<file path="src/design/htte_pkg.sv">
// Package for the markup text extractor.
// Holds the running state, input item and result types, the character constants and the depth limits.
// No dependencies.
package htte_pkg;

    // Character codes the extractor reacts to.
    localparam logic [7:0] CH_NUL   = 8'h00;
    localparam logic [7:0] CH_LF    = 8'h0A;
    localparam logic [7:0] CH_CR    = 8'h0D;
    localparam logic [7:0] CH_SPACE = 8'h20;
    localparam logic [7:0] CH_QUOTE = 8'h22;
    localparam logic [7:0] CH_AMP   = 8'h26;
    localparam logic [7:0] CH_SLASH = 8'h2F;
    localparam logic [7:0] CH_ONE   = 8'h31;
    localparam logic [7:0] CH_SEMI  = 8'h3B;
    localparam logic [7:0] CH_LT    = 8'h3C;
    localparam logic [7:0] CH_GT    = 8'h3E;
    localparam logic [7:0] CH_B     = 8'h62;
    localparam logic [7:0] CH_D     = 8'h64;
    localparam logic [7:0] CH_H     = 8'h68;
    localparam logic [7:0] CH_P     = 8'h70;
    localparam logic [7:0] CH_R     = 8'h72;
    localparam logic [7:0] CH_T     = 8'h74;

    // Tag depth limits.
    localparam logic signed [7:0] DEPTH_MAX = 8'sd127;
    localparam logic signed [7:0] DEPTH_MIN = -8'sd128;

    // Running extraction state.
    typedef struct packed {
        logic signed [7:0] tag_depth;
        logic              in_entity;
        logic              finished;
        logic [6:0]        emit_count;
        logic              overflowed;
    } htte_state_t;

    // One input item.
    typedef struct packed {
        logic       start_new;
        logic [7:0] cur_char;
        logic [7:0] ahead_one;
        logic [7:0] ahead_two;
        logic [7:0] ahead_three;
    } htte_item_t;

    // One result item.
    typedef struct packed {
        logic [7:0] text_char;
        logic       is_done;
        logic       was_truncated;
    } htte_result_t;

endpackage

</file>
<file path="src/design/htte_step.sv">
// Per-byte decision logic of the markup text extractor.
// Maps the current state and one item to the next state and an optional result.
// Depends on htte_pkg.
module htte_step
    import htte_pkg::*;
#(
    parameter int TEXT_CAPACITY = 100
)
(
    input  htte_state_t  state,
    input  htte_item_t   item,
    output htte_state_t  state_next,
    output logic         res_valid,
    output htte_result_t res
);

    localparam logic [6:0] STORE_LIMIT = 7'(TEXT_CAPACITY - 1);

    // Paragraph, line break or closing tag that ends the extraction.
    logic stop_tag;
    always_comb
    begin
        stop_tag = (item.ahead_one == CH_P)
            || (item.ahead_one == CH_B && item.ahead_two == CH_R)
            || (item.ahead_one == CH_SLASH && item.ahead_two == CH_H
                && item.ahead_three == CH_ONE)
            || (item.ahead_one == CH_SLASH && item.ahead_two == CH_T
                && (item.ahead_three == CH_H || item.ahead_three == CH_D));
    end

    // Decision for one byte.
    always_comb
    begin
        htte_state_t st;
        st = state;
        if (item.start_new)
        begin
            st = '0;
        end
        res_valid = 1'b0;
        res       = '0;
        state_next = st;
        if (!st.finished)
        begin
            if (item.cur_char == CH_NUL)
            begin
                state_next.finished = 1'b1;
                res_valid           = 1'b1;
                res.is_done         = 1'b1;
                res.was_truncated   = st.overflowed;
            end
            else if (st.in_entity)
            begin
                // Skip everything up to the closing semicolon.
                if (item.cur_char == CH_SEMI)
                begin
                    state_next.in_entity = 1'b0;
                end
            end
            else if (item.cur_char == CH_LT)
            begin
                if (stop_tag)
                begin
                    state_next.finished = 1'b1;
                    res_valid           = 1'b1;
                    res.is_done         = 1'b1;
                    res.was_truncated   = st.overflowed;
                end
                else if (st.tag_depth != DEPTH_MAX)
                begin
                    state_next.tag_depth = st.tag_depth + 8'sd1;
                end
            end
            else if (item.cur_char == CH_GT)
            begin
                if (st.tag_depth != DEPTH_MIN)
                begin
                    state_next.tag_depth = st.tag_depth - 8'sd1;
                end
            end
            else if (st.tag_depth != 8'sd0 || item.cur_char == CH_QUOTE)
            begin
                // Inside a tag, or a quote: nothing to do.
            end
            else if (item.cur_char == CH_AMP)
            begin
                state_next.in_entity = 1'b1;
            end
            else if (item.cur_char == CH_CR || item.cur_char == CH_LF)
            begin
                // Line breaks are not text.
            end
            else if (st.emit_count >= STORE_LIMIT)
            begin
                state_next.overflowed = 1'b1;
            end
            else
            begin
                state_next.emit_count = st.emit_count + 7'd1;
                // A space as the first stored character is counted but not sent.
                if (!(st.emit_count == 7'd0 && item.cur_char == CH_SPACE))
                begin
                    res_valid     = 1'b1;
                    res.text_char = item.cur_char;
                end
            end
        end
    end

endmodule

</file>
<file path="src/design/htte_outq.sv">
// Two-entry result queue of the markup text extractor.
// Decouples the decision stage from a stalled output channel. Depends on htte_pkg.
module htte_outq
    import htte_pkg::*;
(
    input  logic         clk,
    input  logic         rst_n,
    input  logic         push,
    input  htte_result_t push_data,
    output logic         room,
    output logic         out_valid,
    input  logic         out_stall,
    output htte_result_t out_data
);

    htte_result_t mem_reg [2];
    logic         wr_ptr_reg;
    logic         rd_ptr_reg;
    logic [1:0]   count_reg;
    logic [1:0]   count_next;
    logic         pop;

    // Handshake on the output side.
    assign out_valid = (count_reg != 2'd0);
    assign pop       = out_valid && !out_stall;
    assign room      = (count_reg != 2'd2) || pop;
    assign out_data  = mem_reg[rd_ptr_reg];

    always_comb
    begin
        count_next = count_reg;
        if (push && !pop)
        begin
            count_next = count_reg + 2'd1;
        end
        else if (pop && !push)
        begin
            count_next = count_reg - 2'd1;
        end
    end

    // Pointers and fill count.
    always_ff @(posedge clk or negedge rst_n)
    begin
        if (!rst_n)
        begin
            wr_ptr_reg <= 1'b0;
            rd_ptr_reg <= 1'b0;
            count_reg  <= 2'd0;
        end
        else
        begin
            if (push)
            begin
                wr_ptr_reg <= !wr_ptr_reg;
            end
            if (pop)
            begin
                rd_ptr_reg <= !rd_ptr_reg;
            end
            count_reg <= count_next;
        end
    end

    // Storage.
    always_ff @(posedge clk)
    begin
        if (push)
        begin
            mem_reg[wr_ptr_reg] <= push_data;
        end
    end

`ifndef ASSERT_OFF
    a_no_push_when_full: assert property (@(posedge clk) disable iff (!rst_n)
        push |-> room)
        else $error("result pushed into a full queue");
    a_count_bound: assert property (@(posedge clk) disable iff (!rst_n)
        count_reg != 2'd3)
        else $error("queue count out of range");
    a_ptrs_match_count: assert property (@(posedge clk) disable iff (!rst_n)
        (count_reg == 2'd1) |-> (wr_ptr_reg != rd_ptr_reg))
        else $error("queue pointers disagree with count");
`endif

endmodule

</file>
<file path="src/design/html_tag_text_extractor_unit.sv">
// Top level of the markup text extractor. Depends on htte_pkg, htte_step, htte_outq.
// Also holds the input register and the running extraction state.
//
// One markup byte, with three bytes of lookahead, is taken per beat, and a new
// beat can be accepted every cycle. A beat is registered, decided against the
// running state, and its result (a text byte or a done marker, or nothing)
// enters a two-entry queue; a result passes the input register and then the queue
// before it is offered on the output. The throughput of one beat per cycle is set
// by the single decision stage; the input stalls only while the output channel
// stalls and the queue is full. Beats after a done marker are ignored until one
// arrives with start_new set.
module html_tag_text_extractor_unit
    import htte_pkg::*;
#(
    parameter int TEXT_CAPACITY = 100
)
(
    input  logic       clk,
    input  logic       rst_n,
    input  logic       in_valid,
    output logic       in_stall,
    input  logic       start_new,
    input  logic [7:0] cur_char,
    input  logic [7:0] ahead_one,
    input  logic [7:0] ahead_two,
    input  logic [7:0] ahead_three,
    output logic       out_valid,
    input  logic       out_stall,
    output logic [7:0] text_char,
    output logic       is_done,
    output logic       was_truncated
);

    logic         stage_valid_reg;
    htte_item_t   stage_item_reg;
    htte_state_t  state_reg;
    htte_state_t  state_next;
    logic         res_valid;
    htte_result_t res;
    logic         room;
    logic         stage_move;
    logic         in_take;
    htte_result_t out_data;

    // Decision logic for the registered beat.
    htte_step #(
        .TEXT_CAPACITY (TEXT_CAPACITY)
    ) u_step (
        .state      (state_reg),
        .item       (stage_item_reg),
        .state_next (state_next),
        .res_valid  (res_valid),
        .res        (res)
    );

    // The stage empties when its result, if any, fits in the queue.
    assign stage_move = stage_valid_reg && (!res_valid || room);
    assign in_stall   = stage_valid_reg && !stage_move;
    assign in_take    = in_valid && !in_stall;

    // Input register and stage valid.
    always_ff @(posedge clk or negedge rst_n)
    begin
        if (!rst_n)
        begin
            stage_valid_reg <= 1'b0;
        end
        else if (in_take)
        begin
            stage_valid_reg <= 1'b1;
        end
        else if (stage_move)
        begin
            stage_valid_reg <= 1'b0;
        end
    end

    always_ff @(posedge clk)
    begin
        if (in_take)
        begin
            stage_item_reg <= '{start_new, cur_char, ahead_one, ahead_two, ahead_three};
        end
    end

    // Running extraction state.
    always_ff @(posedge clk or negedge rst_n)
    begin
        if (!rst_n)
        begin
            state_reg <= '{tag_depth: 8'sd0, in_entity: 1'b0, finished: 1'b1,
                           emit_count: 7'd0, overflowed: 1'b0};
        end
        else if (stage_move)
        begin
            state_reg <= state_next;
        end
    end

    // Result queue towards the output channel.
    htte_outq u_outq (
        .clk       (clk),
        .rst_n     (rst_n),
        .push      (stage_move && res_valid),
        .push_data (res),
        .room      (room),
        .out_valid (out_valid),
        .out_stall (out_stall),
        .out_data  (out_data)
    );

    assign text_char     = out_data.text_char;
    assign is_done       = out_data.is_done;
    assign was_truncated = out_data.was_truncated;

`ifndef ASSERT_OFF
    a_stall_only_when_held: assert property (@(posedge clk) disable iff (!rst_n)
        in_stall |-> (stage_valid_reg && res_valid && !room))
        else $error("input stalled without a blocked result");
    a_done_sets_finished: assert property (@(posedge clk) disable iff (!rst_n)
        (stage_move && res_valid && res.is_done) |=> state_reg.finished)
        else $error("done result without finishing");
    a_idle_is_silent: assert property (@(posedge clk) disable iff (!rst_n)
        (stage_valid_reg && state_reg.finished && !stage_item_reg.start_new)
        |-> (!res_valid && state_next == state_reg))
        else $error("activity while idle");
    a_text_at_depth_zero: assert property (@(posedge clk) disable iff (!rst_n)
        (res_valid && !res.is_done && !stage_item_reg.start_new)
        |-> (state_reg.tag_depth == 8'sd0 && !state_reg.in_entity))
        else $error("text emitted inside a tag or entity");
`endif

endmodule

</file>
<file path="config.mk">
export PLATFORM = sky130hd
export DESIGN_NAME = html_tag_text_extractor_unit
export DESIGN_NICKNAME = d
export VERILOG_FILES = /design/src/design/htte_pkg.sv /design/src/design/htte_step.sv /design/src/design/htte_outq.sv /design/src/design/html_tag_text_extractor_unit.sv
export SDC_FILE = /design/constraint.sdc
export NUM_CORES = 1
export LEC_CHECK = 0
export BUFFER_PORTS_ARGS = -buffer_cell sky130_fd_sc_hd__buf_2
export CELL_PAD_IN_SITES_DETAIL_PLACEMENT = 1
export CELL_PAD_IN_SITES_GLOBAL_PLACEMENT = 1
export CORE_ASPECT_RATIO = 0.9
export CORE_MARGIN = 2
export CORE_UTILIZATION = 42
export CTS_CLUSTER_DIAMETER = 50
export DETAILED_ROUTE_END_ITERATION = 7
export PLACE_DENSITY_LB_ADDON = 0.08
export SYNTH_ARGS = -nofsm -noshare
export SYNTH_HDL_FRONTEND = slang
export SYNTH_HIERARCHICAL = 1
export SYNTH_SLANG_ARGS = --single-unit
</file>
<file path="constraint.sdc">
create_clock -name clk -period 3.5 [get_ports clk]
set_input_delay 0.35 -clock clk [delete_from_list [all_inputs] [get_ports clk]]
set_output_delay 0.35 -clock clk [all_outputs]
set_load 0.02 [all_outputs]
</file>
== Word level (Yosys, flattened, before mapping) ==
Memories as Yosys holds them, arrays and structs flattened.
Index checks and enable logic that the tools add are counted.

* Reduce and logical (&&, ||, !) cells: 35
* Order comparisons: 1
* Muxes and demuxes: 56
* Add/subtract/negate cells: 5
* Eq/ne operators: 20

{| class="wikitable"
|+ Operators by type and width
! operator !! count
|-
| 8-bit two-way mux || 20
|-
| 8-bit by 6-bit == test with 1-bit output, second input constant || 8
|-
| 8-bit by 7-bit == test with 1-bit output, second input constant || 7
|-
| 18-bit two-way mux || 2
|-
| 1-bit two-way mux || 24
|-
| 10-bit two-way mux || 2
|-
| 9-bit two-way mux || 2
|-
| 8-bit by 4-bit == test with 1-bit output, second input constant || 2
|-
| 8-bit != test, second input constant || 2
|-
| 1-bit logical AND || 13
|-
| 2-bit two-way mux || 5
|-
| 8-bit by 2-bit adder with 8-bit output, second input constant || 1
|-
| 1-bit logical NOT || 8
|-
| 8-bit logical NOT || 1
|-
| 1-bit logical OR || 8
|-
| 8-bit nonzero test || 1
|-
| 8-bit by 2-bit subtractor with 8-bit output, second input constant || 1
|-
| 7-bit by 1-bit adder with 7-bit output, second input constant || 1
|-
| 7-bit greater-or-equal comparator, second input constant || 1
|-
| 7-bit logical NOT || 1
|-
| 7-bit two-way mux || 1
|-
| 2-bit nonzero test || 3
|-
| 2-bit by 1-bit adder with 2-bit output, second input constant || 1
|-
| 2-bit != test, second input constant || 1
|-
| 2-bit by 1-bit subtractor with 2-bit output, second input constant || 1
|}

* Logic and storage cells: 132
* Flip-flop bits (word level): 56
* RAM bits: 20
* Output and inout bits: 12
* Memories kept: 1

{| class="wikitable"
|+ Memories
! name !! words !! bits a word !! rd ports !! clocked after Yosys merged registers in !! write ports !! line !! source
|-
| u_outq.mem_reg || 2 || 10 || 1 || 0 || 1 || htte_outq.sv:16 || <nowiki>htte_result_t mem_reg [2];</nowiki>
|}

== Depth between registers and ports, before layout ==
* Depth in word-level cells: 21
* Depth in mapped cells: 15
* Depth with buffers taken out: 14

== Modules after synthesis ==
The synthesis kept the hierarchy.

{| class="wikitable"
|+ By module, submodules not included
! module !! area each (µm²) !! sequential area each (µm²) !! instances !! cells each
|-
| html_tag_text_extractor_unit || 1,781.7 || 1,467.7 || 1 || 79
|-
| htte_step || 1,584.0 || 0.0 || 1 || 247
|-
| htte_outq || 923.4 || 700.7 || 1 || 47
|}

== Least setup slack after synthesis ==
OpenSTA, ideal clock, no wires.

* Path type: reg2reg
* From: reg stage_item_reg[32] (netlist bit)
* To: reg stage_item_reg[0] (netlist bit) (enable)
* Period minus slack after synthesis: 3,594 ps
* Path buffers: 1
* Slack: -94 ps
* Library setup time: 410 ps
* Data arrival time: 3,184 ps
* Cell stages (with the launch flop): 14
* Cells stage by stage: edfxtp_1 -> inv_1 -> clkbuf_1 -> nand2_1 -> inv_1 -> ha_1 -> a21o_1 -> o21ai_1 -> o41ai_1 -> or2_2 -> a21oi_1 -> nand2_1 -> or2_2 -> and2_1

* Cells in the longest elaborated chain, start to end: 20

{| class="wikitable"
|+ Ends and longest elaborated chain
! what !! line !! source
|-
| start: declaration || html_tag_text_extractor_unit.sv:35 || <nowiki>htte_item_t stage_item_reg;</nowiki>
|-
| start signal: assignment || html_tag_text_extractor_unit.sv:82 || <nowiki>stage_item_reg <= '{start_new, cur_char, ahead_one, ahead_two, ahead_three};</nowiki>
|-
| 18-bit two-way mux * || htte_step.sv:36 || <nowiki>if (item.start_new)</nowiki>
|-
| parallel branches: the longest is 11 deep, another holds 7-bit greater-or-equal comparator || - ||
|-
| 1-bit two-way mux * || htte_step.sv:43 || <nowiki>if (!st.finished)</nowiki>
|-
| named net res_valid || html_tag_text_extractor_unit.sv:38 || <nowiki>logic res_valid;</nowiki>
|-
| 1-bit logical NOT * || html_tag_text_extractor_unit.sv:57 || <nowiki>assign stage_move = stage_valid_reg && (!res_valid || room);</nowiki>
|-
| 1-bit logical OR * || html_tag_text_extractor_unit.sv:57 ||
|-
| 1-bit logical AND * || html_tag_text_extractor_unit.sv:57 ||
|-
| 1-bit logical NOT * || html_tag_text_extractor_unit.sv:58 || <nowiki>assign in_stall = stage_valid_reg && !stage_move;</nowiki>
|-
| 1-bit logical AND * || html_tag_text_extractor_unit.sv:58 ||
|-
| 1-bit logical NOT * || html_tag_text_extractor_unit.sv:59 || <nowiki>assign in_take = in_valid && !in_stall;</nowiki>
|-
| 1-bit logical AND * || html_tag_text_extractor_unit.sv:59 ||
|-
| named net in_take || html_tag_text_extractor_unit.sv:42 || <nowiki>logic in_take;</nowiki>
|}

Mark *: on every way through the listed nets, which the timed path passes.
A chain may end at the register's enable or synchronous reset.

== Final worst setup path ==
* From: reg state_reg[13] (netlist bit)
* To: out in_stall

* Cells in the longest elaborated chain, start to end: 14

{| class="wikitable"
|+ Ends and longest elaborated chain
! what !! line !! source
|-
| start: declaration || html_tag_text_extractor_unit.sv:36 || <nowiki>htte_state_t state_reg;</nowiki>
|-
| start signal: assignment || html_tag_text_extractor_unit.sv:91 || <nowiki>state_reg <= '{tag_depth: 8'sd0, in_entity: 1'b0, finished: 1'b1,</nowiki>
|-
| start signal: assignment || html_tag_text_extractor_unit.sv:96 || <nowiki>state_reg <= state_next;</nowiki>
|-
| 18-bit two-way mux || htte_step.sv:36 ||
|-
| 8-bit nonzero test || htte_step.sv:81 || <nowiki>else if (st.tag_depth != 8'sd0 || item.cur_char == CH_QUOTE)</nowiki>
|-
| 1-bit logical OR || htte_step.sv:81 ||
|-
| 1-bit two-way mux || htte_step.sv:81 ||
|-
| 1-bit two-way mux || htte_step.sv:74 || <nowiki>else if (item.cur_char == CH_GT)</nowiki>
|-
| 1-bit two-way mux || htte_step.sv:60 || <nowiki>else if (item.cur_char == CH_LT)</nowiki>
|-
| 1-bit two-way mux || htte_step.sv:52 || <nowiki>else if (st.in_entity)</nowiki>
|-
| 1-bit two-way mux || htte_step.sv:45 || <nowiki>if (item.cur_char == CH_NUL)</nowiki>
|-
| 1-bit two-way mux || htte_step.sv:43 ||
|-
| named net res_valid || html_tag_text_extractor_unit.sv:38 ||
|-
| 1-bit logical NOT || html_tag_text_extractor_unit.sv:57 ||
|-
| 1-bit logical OR || html_tag_text_extractor_unit.sv:57 ||
|-
| 1-bit logical AND || html_tag_text_extractor_unit.sv:57 ||
|-
| 1-bit logical NOT || html_tag_text_extractor_unit.sv:58 ||
|-
| 1-bit logical AND || html_tag_text_extractor_unit.sv:58 ||
|-
| end: declaration || html_tag_text_extractor_unit.sv:21 || <nowiki>output logic in_stall,</nowiki>
|}

The timed path passes the listed nets, and every way through them passes these cells.

==> results.sh <==
export IMPL_switching_share=0.308
export IMPL_slew_viol_final=0
export IMPL_num_antenna_cells=0
export IMPL_fin_crit_sh=0.963
export IMPL_antenna_found_initial=0
export IMPL_place_inst=550
export IMPL_clk_latency_ps=330
export IMPL_grt_max_degree=34
export IMPL_cts_htree_levels=3
export IMPL_status="complete, no violations"
export IMPL_reg2reg_slack_ps=220
export IMPL_drv_cap=0
export IMPL_die_area_um2=11000
export IMPL_seq_area_frac_synth=0.506
export IMPL_max_stage_delay_ps=580
export IMPL_reg2regPathDepth=9
export IMPL_slowest_stage="or4_4"
export IMPL_clock_path_buffers=2
export IMPL_fmax_mhz=297
export IMPL_relSlewSlack=0.500
export IMPL_die_x_um=111
export IMPL_ant_nets=0
export IMPL_ios=49
export IMPL_critPathRequiredTime_ps=3150
export IMPL_grt_usage=0.212
export IMPL_syn_cell_area_um2=4290
export IMPL_n_fill_cell=1049
export IMPL_rows=34
export IMPL_multi_input_area_um2=2010
export IMPL_grt_first_pass_wirelength_mm=18.3
export IMPL_p_sw_mw=0.969
export IMPL_tns_ps=0
export IMPL_crit_path_start="state_reg[13]"
export IMPL_stdcell_count=570
export IMPL_crit_fanout=7
export IMPL_grt_pass1_vias=3501
export IMPL_gp_congestion=0.890
export IMPL_post_route_min_period_ps=3370
export IMPL_end_kind="output pin"
export IMPL_overflow=0
export IMPL_drt_total_wl_mm=11.4
export IMPL_seq_area_um2=2170
export IMPL_drt_iter0_drc=153
export IMPL_die_h_um=99.9
export IMPL_timing_rr_start="state_reg[13]"
export IMPL_seqPwrFrac=0.409
export IMPL_ys_ff_latch=76
export IMPL_p_leak_nw=2.08
export IMPL_routed_via_density=5.83
export IMPL_path_clk_slew_ps=60
export IMPL_cp_arrival_ps=3020
export IMPL_crit_chain="or4_4 > or3_1 > a21oi_2 > nand2_1 > or2_4 > a21oi_4 > nand2_1 > or2_2 > inv_1 > buf_4"
export IMPL_worstSetupPathType="reg2out"
export IMPL_p_int_mw=2.18
export IMPL_synth_top_cell_area_share=0.371
export IMPL_setup_violations=0
export IMPL_skew_ps=5.01
export IMPL_fin_nets=482
export IMPL_initial_core_util=0.438
export IMPL_post_synth_top_area_cell="edfxtp_1"
export IMPL_synth_edf_count=53
export IMPL_avgSynthCellArea_um2=11.5
export IMPL_powerDensity_nw_per_um2=616
export IMPL_yosys_warnings=6
export IMPL_worstMarginPinSlew_ps=750
export IMPL_cts_buffers=9
export IMPL_fp_coreArea_um2=9780
export IMPL_first_pass_iters=4
export IMPL_synth_fp_nets=416
export IMPL_synthToLayoutAreaGrowth_pct=19.2
export IMPL_synthCells=373
export IMPL_synth_area_leaders="edfxtp_1 (37%), dfrtp_1 (13%), mux2_2 (5.5%), mux2_4 (3.9%), nand2_1 (2.5%)"
export IMPL_synth_ff_type="edfxtp_1"
export IMPL_hp_class="in2async"
export IMPL_cts_sinks=76
export IMPL_wl_per_cell_um=20.1
export IMPL_cts_hold_buffers=0
export IMPL_ir_drop_v=0.000473
export IMPL_cts_root_buf="clkbuf_16"
export IMPL_p_clk_frac=0.319
export IMPL_dp_hpwl_mm=8.05
export IMPL_async_flop_share=0.303
export IMPL_synth_cell_types=78
export IMPL_cp_common_cell="nand2_1"
export IMPL_synth_common_cells="edfxtp_1 (53), nand2_1 (28), nor2_1 (24)"
export IMPL_r2r_end="stage_item_reg[19]"
export IMPL_p_comb_frac=0.273
export IMPL_io_buffers=48
export IMPL_vias=3325
export IMPL_cts_tree="yes"
export IMPL_drc=0
export IMPL_critPathLaunchType="register"
export IMPL_drive_gt1_frac=0.318
export IMPL_synth_most_common_cell="edfxtp_1"
export IMPL_largest_reg_flops=33
export IMPL_hold_viol=0
export IMPL_cp_endpoint="in_stall"
## layout make-up
| cell class | count | share of cell area |
|---|---|---|
| sequential | 76 | 0.425 |
| clock buffer | 10 | 0.0448 |
| tap | 126 | 0.0308 |
| inverter | 11 | 0.00807 |
| multi-input combinational | 272 | 0.392 |
| clock inverter | 6 | 0.0186 |
| timing repair buffer | 69 | 0.0807 |
## power by group through the flow
stage                     Combinational [mW]  Sequential, mW  Clock, mW
after floorplan                        0.643            1.25          0
after global routing                   0.929            1.31       1.07
after CTS                              0.858            1.29       1.03
after detailed placement               0.850            1.31          0
after global placement                 0.824            1.29          0
final                                  0.859            1.29       1.00
## worst max-delay path: cells and delay by family (launching register included)
family          cells  cell delay [ps]
compound gates      2              350
buf+inv             2              220
flops               1              440
simple gates        6             1680
## stage by stage
stage | worst slack [ps] | hold WS, ps | util | total power [mW] | area (µm²)
2_1_floorplan | 18.4 | 54.4 | - | 1.89 | 4290
3_3_place_gp | 172 | 384 | 0.485 | 2.12 | 4740
3_5_place_dp | 41.3 | 391 | 0.485 | 2.16 | 4740
4_1_cts | 3.49 | 36.4 | 0.518 | 3.17 | 5070
5_1_grt | -4.52 | 61.0 | 0.523 | 3.31 | 5110
6_report | 128 | 19.7 | 0.523 | 3.15 | 5110
## worst min-delay path by stage
stage,from,to,slack (ps),depth (start not counted)
3_3_place_gp,rst_n,u_outq/rd_ptr_reg,380,1
4_1_cts,rst_n,u_outq/rd_ptr_reg,40,1
5_1_grt,rst_n,u_outq/rd_ptr_reg,60,1
2_1_floorplan,rst_n,stage_valid_reg,50,0
6_report,rst_n,u_outq/rd_ptr_reg,20,1
3_5_place_dp,rst_n,u_outq/rd_ptr_reg,390,1
## cells in the final DEF (no fill, tap or decap), types with 3 or more instances in the layout
cell type,n
xor2_1,3
buf_4,21
clkbuf_16,9
and3_1,5
o2111ai_1,4
ha_1,6
nand3b_1,5
or3_1,4
buf_2,47
and2_1,9
o21ai_0,7
nand3_1,12
o211ai_1,4
edfxtp_1,53
or2_2,3
inv_1,10
nand2b_1,3
mux2_4,11
o41ai_1,4
nor4bb_1,3
xnor2_1,5
mux2_2,21
dfrtp_1,20
nor2_1,24
nor4_1,6
nor4b_1,3
a211o_1,4
a21oi_1,13
nor3_1,11
nand2_1,28
a31oi_1,3
nand4_1,5
and4b_1,3
nor2b_1,12
nand4b_1,3
## cell families after synthesis
| logic type | Yosys count | share of synthesized area |
|---|---|---|
| AND/OR/NAND/NOR | 161 | 0.226 |
| flip-flops | 76 | 0.506 |
| AO/OA/AOI/OAI | 65 | 0.111 |
| multiplexers | 32 | 0.0936 |
| buffers and inverters | 25 | 0.0300 |
| XOR/XNOR | 8 | 0.0163 |
| adder cells (fa/ha/maj) | 6 | 0.0175 |
## layer usage
metal	global-route usage	routed length [µm]	vias up
li1	-	-	1558
met1	0.270	5150	1665
met2	0.365	5700	83
met3	0.0405	366	19
met4	0.0750	221	0
met5	0	0	-
## timing repair
item	CTS	global route
setup endpoints to repair	1	34
gates cloned	0	0
resized for setup	2	4
setup buffers	0	4
pin swaps	0	2
Note: power is estimated with default switching activity, not from simulation.
